### src/pwe_pkg.sv
// ----------------------------------------------------------------------------
// pwe_pkg
// Shared constants, codes and pipeline record types of the periodic waveform
// evaluation unit.
// ----------------------------------------------------------------------------
package pwe_pkg;

    // Fixed-point format: FRAC_BITS fraction bits, ONE stands for 1.0
    localparam int FRAC_BITS = 16;
    localparam int VAL_W     = FRAC_BITS + 1;
    localparam int DUTY_W    = FRAC_BITS + 1;
    localparam int PHASE_W   = 32;
    localparam int OUT_W     = 17;
    localparam int TYPE_W    = 2;

    localparam logic [VAL_W-1:0] ONE      = VAL_W'(1) << FRAC_BITS;
    localparam logic [VAL_W-1:0] HALF     = VAL_W'(1) << (FRAC_BITS - 1);
    localparam logic [VAL_W-1:0] VAL_ZERO = '0;

    // Divider split: a few restoring steps per register stage
    localparam int BITS_PER_STAGE = 4;
    localparam int DIV_STAGES     = (FRAC_BITS + BITS_PER_STAGE - 1) / BITS_PER_STAGE;
    localparam int Q_W            = DIV_STAGES * BITS_PER_STAGE;
    localparam int Q_EXTRA        = Q_W - FRAC_BITS;

    // Shape codes
    typedef enum logic [TYPE_W-1:0] {
        SHAPE_SQUARE   = 2'd0,
        SHAPE_TRIANGLE = 2'd1,
        SHAPE_SAWTOOTH = 2'd2
    } shape_t;

    // One divider lane: partial remainder, divisor, quotient so far
    typedef struct packed {
        logic             en;
        logic [VAL_W-1:0] rem;
        logic [VAL_W-1:0] div;
        logic [Q_W-1:0]   quo;
    } div_lane_t;

    // Record carried down the pipeline for one beat
    typedef struct packed {
        logic [VAL_W-1:0] base;
        div_lane_t        lane_a;
        div_lane_t        lane_b;
    } pipe_rec_t;

endpackage

### src/pwe_in_if.sv
// ----------------------------------------------------------------------------
// pwe_in_if
// Request channel: shape code, duty enable, phase and duty per beat.
// ----------------------------------------------------------------------------
interface pwe_in_if import pwe_pkg::*; ();

    logic                      valid;
    logic                      ready;
    logic [TYPE_W-1:0]         req_type;
    logic                      use_duty;
    logic signed [PHASE_W-1:0] phase;
    logic [DUTY_W-1:0]         duty;

    modport source (
        output valid,
        output req_type,
        output use_duty,
        output phase,
        output duty,
        input  ready
    );

    modport sink (
        input  valid,
        input  req_type,
        input  use_duty,
        input  phase,
        input  duty,
        output ready
    );

endinterface

### src/pwe_out_if.sv
// ----------------------------------------------------------------------------
// pwe_out_if
// Result channel: one waveform value per beat.
// ----------------------------------------------------------------------------
interface pwe_out_if import pwe_pkg::*; ();

    logic             valid;
    logic             ready;
    logic [OUT_W-1:0] wave_value;

    modport source (
        output valid,
        output wave_value,
        input  ready
    );

    modport sink (
        input  valid,
        input  wave_value,
        output ready
    );

endinterface

### src/periodic_waveform_eval_unit.sv
// ----------------------------------------------------------------------------
// periodic_waveform_eval_unit
// Square, triangle and sawtooth waveform evaluation with optional duty cycle.
// ----------------------------------------------------------------------------
// The unit takes one request beat per clock while the sink keeps up and returns
// one wave_value beat per request, in order, through one decode stage,
// DIV_STAGES restoring divider stages of BITS_PER_STAGE quotient bits each,
// and the output register.
// Throughput is one beat per cycle; the divider lanes are fully pipelined,
// so the rate is set only by the sink: a stalled output holds every stage
// and the request channel drops ready only once the pipeline is full.
module periodic_waveform_eval_unit import pwe_pkg::*; (
    input  logic      clk,
    input  logic      rst_n,
    pwe_in_if.sink    req_ch,
    pwe_out_if.source rsp_ch
);

    logic      stg_valid [DIV_STAGES+1];
    logic      stg_ready [DIV_STAGES+1];
    pipe_rec_t stg_rec   [DIV_STAGES+1];

    // Decode
    pwe_front u_front (
        .clk       (clk),
        .rst_n     (rst_n),
        .req_ch    (req_ch),
        .out_valid (stg_valid[0]),
        .out_ready (stg_ready[0]),
        .out_rec   (stg_rec[0])
    );

    // Divider stages
    for (genvar s = 0; s < DIV_STAGES; s++)
    begin : g_div
        pwe_div_stage u_div (
            .clk       (clk),
            .rst_n     (rst_n),
            .in_valid  (stg_valid[s]),
            .in_ready  (stg_ready[s]),
            .in_rec    (stg_rec[s]),
            .out_valid (stg_valid[s+1]),
            .out_ready (stg_ready[s+1]),
            .out_rec   (stg_rec[s+1])
        );
    end

    // Combine and hold the result
    pwe_back u_back (
        .clk      (clk),
        .rst_n    (rst_n),
        .in_valid (stg_valid[DIV_STAGES]),
        .in_ready (stg_ready[DIV_STAGES]),
        .in_rec   (stg_rec[DIV_STAGES]),
        .rsp_ch   (rsp_ch)
    );

endmodule

### src/pwe_front.sv
// ----------------------------------------------------------------------------
// pwe_front
// Decode stage: extract the phase fraction, saturate the duty, settle the
// shapes that need no division and load the divider lanes.
// ----------------------------------------------------------------------------
module pwe_front import pwe_pkg::*; (
    input  logic      clk,
    input  logic      rst_n,
    pwe_in_if.sink    req_ch,
    output logic      out_valid,
    input  logic      out_ready,
    output pipe_rec_t out_rec
);

    logic             valid_reg;
    pipe_rec_t        rec_reg;
    pipe_rec_t        rec_next;

    logic [VAL_W-1:0] t_val;
    logic [VAL_W-1:0] u_val;
    logic [VAL_W-1:0] d_sat;
    logic [VAL_W-1:0] d_inv;
    logic [VAL_W-1:0] d_saw;
    logic [VAL_W-1:0] sq_lim;
    logic [VAL_W-1:0] twice;

    // Take the fraction and its complement modulo one
    assign t_val  = VAL_W'(req_ch.phase[FRAC_BITS-1:0]);
    assign u_val  = VAL_W'(FRAC_BITS'(ONE - t_val));
    assign d_sat  = (req_ch.duty > DUTY_W'(ONE)) ? ONE : VAL_W'(req_ch.duty);
    assign d_inv  = ONE - d_sat;
    assign d_saw  = req_ch.use_duty ? d_sat : ONE;
    assign sq_lim = req_ch.use_duty ? d_sat : HALF;
    assign twice  = VAL_W'({req_ch.phase[FRAC_BITS-1:0], 1'b0});

    // Decode the shape into a base value and divider work
    always_comb
    begin
        rec_next.base       = VAL_ZERO;
        rec_next.lane_a.en  = 1'b0;
        rec_next.lane_a.rem = VAL_ZERO;
        rec_next.lane_a.div = ONE;
        rec_next.lane_a.quo = '0;
        rec_next.lane_b.en  = 1'b0;
        rec_next.lane_b.rem = VAL_ZERO;
        rec_next.lane_b.div = ONE;
        rec_next.lane_b.quo = '0;
        case (req_ch.req_type)
            SHAPE_SQUARE:
            begin
                rec_next.base = (t_val < sq_lim) ? ONE : VAL_ZERO;
            end
            SHAPE_TRIANGLE:
            begin
                if (req_ch.use_duty)
                begin
                    if (d_sat != VAL_ZERO && t_val < d_sat)
                    begin
                        rec_next.lane_a.en  = 1'b1;
                        rec_next.lane_a.rem = t_val;
                        rec_next.lane_a.div = d_sat;
                    end
                    if (d_inv != VAL_ZERO && u_val < d_inv)
                    begin
                        rec_next.lane_b.en  = 1'b1;
                        rec_next.lane_b.rem = u_val;
                        rec_next.lane_b.div = d_inv;
                    end
                end
                else
                begin
                    rec_next.base = (twice >= ONE) ? (twice - ONE) : (ONE - twice);
                end
            end
            SHAPE_SAWTOOTH:
            begin
                if (d_saw == VAL_ZERO || t_val > d_saw)
                begin
                    rec_next.base = VAL_ZERO;
                end
                else if (t_val == d_saw || (t_val == VAL_ZERO && d_saw == ONE))
                begin
                    // Full scale at the ramp top and at phase zero with full duty
                    rec_next.base = ONE;
                end
                else
                begin
                    rec_next.lane_a.en  = 1'b1;
                    rec_next.lane_a.rem = t_val;
                    rec_next.lane_a.div = d_saw;
                end
            end
            default:
            begin
                rec_next.base = VAL_ZERO;
            end
        endcase
    end

    // Advance when the stage is empty or the next stage takes the beat
    assign req_ch.ready = !valid_reg || out_ready;

    always_ff @(posedge clk or negedge rst_n)
    begin
        if (!rst_n)
        begin
            valid_reg <= 1'b0;
        end
        else if (req_ch.ready)
        begin
            valid_reg <= req_ch.valid;
        end
    end

    always_ff @(posedge clk)
    begin
        if (req_ch.ready && req_ch.valid)
        begin
            rec_reg <= rec_next;
        end
    end

    assign out_valid = valid_reg;
    assign out_rec   = rec_reg;

endmodule

### src/pwe_div_stage.sv
// ----------------------------------------------------------------------------
// pwe_div_stage
// One divider stage: a few restoring compare-subtract steps on both lanes,
// followed by the pipeline register.
// ----------------------------------------------------------------------------
module pwe_div_stage import pwe_pkg::*; (
    input  logic      clk,
    input  logic      rst_n,
    input  logic      in_valid,
    output logic      in_ready,
    input  pipe_rec_t in_rec,
    output logic      out_valid,
    input  logic      out_ready,
    output pipe_rec_t out_rec
);

    logic      valid_reg;
    pipe_rec_t rec_reg;
    pipe_rec_t rec_next;

    // Shift in one quotient bit per step; numerator low bits are all zero
    function automatic div_lane_t div_steps(input div_lane_t lane);
        div_lane_t          res;
        logic [VAL_W:0]     trial;
        logic [VAL_W:0]     dvs;
        res = lane;
        dvs = {1'b0, lane.div};
        for (int i = 0; i < BITS_PER_STAGE; i++)
        begin
            trial = {res.rem, 1'b0};
            if (trial >= dvs)
            begin
                res.rem = VAL_W'(trial - dvs);
                res.quo = {res.quo[Q_W-2:0], 1'b1};
            end
            else
            begin
                res.rem = VAL_W'(trial);
                res.quo = {res.quo[Q_W-2:0], 1'b0};
            end
        end
        return res;
    endfunction

    always_comb
    begin
        rec_next        = in_rec;
        rec_next.lane_a = div_steps(in_rec.lane_a);
        rec_next.lane_b = div_steps(in_rec.lane_b);
    end

    // Hold on stall, advance otherwise
    assign in_ready = !valid_reg || out_ready;

    always_ff @(posedge clk or negedge rst_n)
    begin
        if (!rst_n)
        begin
            valid_reg <= 1'b0;
        end
        else if (in_ready)
        begin
            valid_reg <= in_valid;
        end
    end

    always_ff @(posedge clk)
    begin
        if (in_ready && in_valid)
        begin
            rec_reg <= rec_next;
        end
    end

    assign out_valid = valid_reg;
    assign out_rec   = rec_reg;

endmodule

### src/pwe_back.sv
// ----------------------------------------------------------------------------
// pwe_back
// Output stage: add the base value and the enabled quotients and hold the
// result in the output register.
// ----------------------------------------------------------------------------
module pwe_back import pwe_pkg::*; (
    input  logic      clk,
    input  logic      rst_n,
    input  logic      in_valid,
    output logic      in_ready,
    input  pipe_rec_t in_rec,
    pwe_out_if.source rsp_ch
);

    logic             valid_reg;
    logic [OUT_W-1:0] value_reg;
    logic [OUT_W-1:0] value_next;

    logic [Q_W-1:0]   qa_full;
    logic [Q_W-1:0]   qb_full;
    logic [VAL_W:0]   qa;
    logic [VAL_W:0]   qb;
    logic [VAL_W:0]   sum;

    // Drop the surplus quotient bits of the last stage
    assign qa_full = in_rec.lane_a.quo >> Q_EXTRA;
    assign qb_full = in_rec.lane_b.quo >> Q_EXTRA;
    assign qa      = in_rec.lane_a.en ? (VAL_W+1)'(qa_full[FRAC_BITS-1:0]) : '0;
    assign qb      = in_rec.lane_b.en ? (VAL_W+1)'(qb_full[FRAC_BITS-1:0]) : '0;
    assign sum     = (VAL_W+1)'(in_rec.base) + qa + qb;

    assign value_next = OUT_W'(sum);

    // Output register: take a new beat when empty or when the sink takes ours
    assign in_ready = !valid_reg || rsp_ch.ready;

    always_ff @(posedge clk or negedge rst_n)
    begin
        if (!rst_n)
        begin
            valid_reg <= 1'b0;
        end
        else if (in_ready)
        begin
            valid_reg <= in_valid;
        end
    end

    always_ff @(posedge clk)
    begin
        if (in_ready && in_valid)
        begin
            value_reg <= value_next;
        end
    end

    assign rsp_ch.valid      = valid_reg;
    assign rsp_ch.wave_value = value_reg;

endmodule

### src/flat_wrapper.sv
// flat-port wrapper written by rule: the top's interface ports become plain ports
module periodic_waveform_eval_unit_flat import pwe_pkg::*;
  (clk, rst_n, req_ch_valid, req_ch_req_type, req_ch_use_duty, req_ch_phase, req_ch_duty, req_ch_ready, rsp_ch_valid, rsp_ch_wave_value, rsp_ch_ready);
  pwe_in_if req_ch_i ();
  pwe_out_if rsp_ch_i ();
  input  logic clk;
  input  logic rst_n;
  input wire logic [$bits(req_ch_i.valid)-1:0] req_ch_valid;
  input wire logic [$bits(req_ch_i.req_type)-1:0] req_ch_req_type;
  input wire logic [$bits(req_ch_i.use_duty)-1:0] req_ch_use_duty;
  input wire logic [$bits(req_ch_i.phase)-1:0] req_ch_phase;
  input wire logic [$bits(req_ch_i.duty)-1:0] req_ch_duty;
  output wire logic [$bits(req_ch_i.ready)-1:0] req_ch_ready;
  output wire logic [$bits(rsp_ch_i.valid)-1:0] rsp_ch_valid;
  output wire logic [$bits(rsp_ch_i.wave_value)-1:0] rsp_ch_wave_value;
  input wire logic [$bits(rsp_ch_i.ready)-1:0] rsp_ch_ready;
  assign req_ch_i.valid = req_ch_valid;
  assign req_ch_i.req_type = req_ch_req_type;
  assign req_ch_i.use_duty = req_ch_use_duty;
  assign req_ch_i.phase = req_ch_phase;
  assign req_ch_i.duty = req_ch_duty;
  assign req_ch_ready = req_ch_i.ready;
  assign rsp_ch_valid = rsp_ch_i.valid;
  assign rsp_ch_wave_value = rsp_ch_i.wave_value;
  assign rsp_ch_i.ready = rsp_ch_ready;
  periodic_waveform_eval_unit u_core (.clk(clk), .rst_n(rst_n), .req_ch(req_ch_i), .rsp_ch(rsp_ch_i));
endmodule
### config.mk
export PLATFORM = sky130hd
export DESIGN_NAME = periodic_waveform_eval_unit_flat
export DESIGN_NICKNAME = d
export VERILOG_FILES = /design/src/pwe_pkg.sv /design/src/pwe_in_if.sv /design/src/pwe_out_if.sv /design/src/periodic_waveform_eval_unit.sv /design/src/pwe_front.sv /design/src/pwe_div_stage.sv /design/src/pwe_back.sv /design/src/flat_wrapper.sv
export SDC_FILE = /design/constraint.sdc
export NUM_CORES = 2
export LEC_CHECK = 0
export BUFFER_PORTS_ARGS = -buffer_cell sky130_fd_sc_hd__buf_2
export CORE_MARGIN = 2
export CORE_UTILIZATION = 65
export CTS_BUF_LIST = sky130_fd_sc_hd__clkbuf_16
export DETAILED_ROUTE_END_ITERATION = 10
export GPL_TIMING_DRIVEN = 0
export HOLD_SLACK_MARGIN = 0.1
export PLACE_DENSITY = 0.91
export REMOVE_ABC_BUFFERS = 1
export SETUP_SLACK_MARGIN = 0.4
export SYNTH_ARGS = -nofsm -noshare
export SYNTH_HDL_FRONTEND = slang
export SYNTH_SLANG_ARGS = --single-unit
### constraint.sdc
create_clock -name clk -period 25.3 [get_ports clk]
set_clock_uncertainty 0.2 [all_clocks]
set_input_delay 3.795 -clock clk [delete_from_list [all_inputs] [get_ports clk]]
set_output_delay 3.795 -clock clk [all_outputs]
set_load 0.01 [all_outputs]
==> summary.md <==
| Metric | Value |
|---|---|
| Netlist cell types | `106` |
| Total track usage | `about 33%` |
| Slowest CP cell | `a2111oi_4` |
| Mapped Cells | `5136` |
| Initial antenna violation count | `3` |
| DR vias | `40900` |
| Measured slew at the worst slew-check pin | `between 1 and 1.5 ns` |
| Endpoints failing setup | `0` |
| EDFF count, synth | `457` |
| Max Cap Violations | `0` |
| Hold Crit Class | `reg -> reg` |
| IO Port Bufs | `58` |
| XOR/XNOR Fraction of Synth Area | `7.53%` |
| CTS tree | `built` |
| Top Ports | `75` |
| Detailed-router iteration count before antenna repair | `8` |
| RSZ-0062 raised after global routing | `no` |
| CTS sink count | `about 460` |
| CP required | `~25 ns` |
| Starting density of the core | `65.6%` |
| Fin nets | `roughly 5800` |
| Area of the mapped netlist | `0.0468 mm²` |
| Crit-path leading delay family | `compound AO/OA/AOI/OAI gates` |
| Hold_sp | `u_core.g_div[2].u_div.out_rec[116]` |
| Simple-gate share of the synthesized area | `around 15%` |
| Max FFs per register | `356` |
| Number of global-route vias before repair | `a little under 40000` |
| Fin. Hold Viols | `0` |
| Fin crit share | `between 50 and 60%` |
| Post-synthesis mux area share | `6.36%` |
| Chip width | `272 µm` |
| CP Class | `reg -> reg` |
| Worst reg-to-reg path cell count | `40` |
| Synthesized area per cell | `9.12 µm²` |
| Fillers | `5044` |
| Worst-path clk slew | `around 0.06 ns` |
| Register-to-register setup slack | `between 10 and 15 ns` |
| Maximum clock path buffer count | `3` |
| Complex-gate fraction of the synthesized area | `20.2%` |
| Die Area | `0.0742 mm²` |
| Hold-fix buffers at CTS | `0` |
| Worst skew pair latency | `0.60 ns` |
| Rows | `98` |
| Top FF cell, synth | `edfxtp_1` |
| Most common cell after layout, fill and taps aside | `ha_1` |
| CTS root buf | `clkbuf_16` |
| Largest family of logic cells by synthesized area | `compound AO/OA/AOI/OAI gates` |
| Register area share after synthesis | `29.6%` |
| Drt wl/cell | `20.5 µm` |
| Gpl congestion | `0.972` |
| WL final | `126000 µm` |
| First-pass GRT wire length | `about 200000 µm` |
| Worst hold endpoint | `u_core.g_div[3].u_div.out_rec[116]` |
| H-tree levels | `2` |
| CP startpoint kind | `flip-flop` |
| Pin count of the biggest net entering global routing | `60` |
| Reg2reg start | `u_core.g_div[1].u_div.out_rec[16]` |
| Layout cells sized above 1 | `9.71%` |
| Diodes inserted | `0` |
| FF+latch count, synth | `463` |
| Design area | `0.0498 mm²` |
| Area Overhead vs Synth | `6.24%` |
| DR iter-0 viols | `3934` |
| Rel. slew slack | `about 2.5%` |
| Post-cts sizing count | `0` |
| Min Tclk post-route | `between 10 and 15 ns` |
| Fmax | `around 67 MHz` |
| Arrival time worst endpoint | `~15 ns` |
| Max incr delay on CP | `approximately 0.96 ns` |
| Most frequent CP cell | `a21o_1` |
| HPWL after detailed placement | `roughly 95000 µm` |
| Worst setup EP type | `flip-flop` |
| Antenna Violating Nets Remaining | `0` |
| Worst reg2reg endpoint | `u_core.g_div[2].u_div.out_rec[47]` |
| Post-CTS setup buffer count | `0` |
| Post-Synth Adder-Cell Area | `16.8%` |
| Buf+Inv Stages, Crit Path | `3` |
| Area post-placement | `0.0482 mm²` |
| DRC viols | `0` |
| TritonCTS Buffers | `49` |
| Utilization after layout | `69.7%` |
| Detail-routed via count per cell | `6.64` |
| Crit-path max FO | `21` |
| Gr ovfl total | `0` |
| CORE AREA | `0.0714 mm²` |
| Ys async rst share | `about 1.3%` |
| TNS Setup | `0 ns` |
| Chip height | `272 µm` |
| Outcome | `completed` |
| Worst hold stages | `0` |
| Commonest non-fill, non-tap cells in the layout | `ha_1 (589), edfxtp_1 (457), nor2_1 (411), a21oi_1 (384), inv_1 (383)` |
| Synth warn | `0` |
| Final slew viol count | `0` |
## cell usage after synthesis (48+ instances only)
cell type | n | area [µm²]
a211oi_1 | 50 | 375
a21o_1 | 161 | 1210
a21oi_1 | 385 | 1930
a31oi_1 | 59 | 369
and2_1 | 58 | 363
and3_1 | 62 | 388
clkbuf_1 | 66 | 248
edfxtp_1 | 457 | 13700
ha_1 | 589 | 7370
inv_1 | 373 | 1400
mux2_2 | 236 | 2660
nand2_1 | 332 | 1250
nand2b_1 | 75 | 469
nand3_1 | 104 | 521
nand4_1 | 54 | 338
nor2_1 | 411 | 1540
nor2b_1 | 105 | 657
nor3_1 | 100 | 500
o21a_1 | 87 | 653
o21ai_0 | 312 | 1560
o21bai_1 | 51 | 383
or3_1 | 48 | 300
xnor2_1 | 282 | 2470
xor2_1 | 121 | 1060
## per-stage QoR
stage | worst slack [ns] | instances | hold slack [ns]
finish | 10.35 | 6152 | 0.202
detailed placement | 10.68 | 6063 | 0.205
global placement | 10.93 | 6047 | 0.201
global route | 9.44 | 6152 | 0.220
floorplan | 13.50 | 5039 | 0.200
CTS | 10.61 | 6152 | 0.205
## routing by layer
metal | vias up | routed length [µm] | GRT usage [%]
li1 | 19100 | - | -
met1 | 19300 | 50200 | 41.5
met2 | 2046 | 58700 | 55.6
met3 | 482 | 10500 | 4.61
met4 | 4 | 6380 | 16.1
met5 | - | 31 | 0
## worst max-delay path by stage
stage | from | endpoint | slack (ns) | cells after the start
floorplan | u_core.g_div[1].u_div.out_rec[16] | u_core.g_div[2].u_div.out_rec[35] | 13.50 | 40
global placement | u_core.g_div[1].u_div.out_rec[16] | u_core.g_div[2].u_div.out_rec[49] | 10.93 | 40
detailed placement | u_core.g_div[1].u_div.out_rec[16] | u_core.g_div[2].u_div.out_rec[47] | 10.68 | 40
CTS | u_core.g_div[1].u_div.out_rec[16] | u_core.g_div[2].u_div.out_rec[47] | 10.61 | 40
global route | u_core.g_div[1].u_div.out_rec[16] | u_core.g_div[2].u_div.out_rec[47] | 9.44 | 40
finish | u_core.g_div[1].u_div.out_rec[16] | u_core.g_div[2].u_div.out_rec[47] | 10.35 | 40
## worst register-to-register path, delay by kind of cell (launching register included)
family / cells / cell delay, ns
and+or+nand+nor: 7 / 1.64
adders and majority gates: 4 / 1.62
muxes: 3 / 1.35
buffers and inverters: 3 / 1.26
AOI/OAI and AO/OA: 23 / 7.89
DFF: 1 / 0.77
## cells by family after synthesis
group | after synthesis
AND/OR/NAND/NOR | 1471
AO/OA/AOI/OAI | 1438
adder cells (fa/ha/maj) | 613
buffers and inverters | 483
flip-flops | 463
XOR/XNOR | 403
multiplexers | 265
## layout make-up
type | instances | area, µm² | area share (%)
Clock buffer | 51 | 1280 | 2.56
Timing Repair Buffer | 74 | 574 | 1.15
Multi-Input combinational cell | 4190 | 31100 | 62.6
Sequential cell | 463 | 13900 | 27.9
Tap cell | 950 | 1190 | 2.39
Inverter | 386 | 1460 | 2.93
Clock inverter | 38 | 268 | 0.538
Power is not shown: default switching activity piles up to over one toggle a cycle in this logic, so the estimate is an artifact.
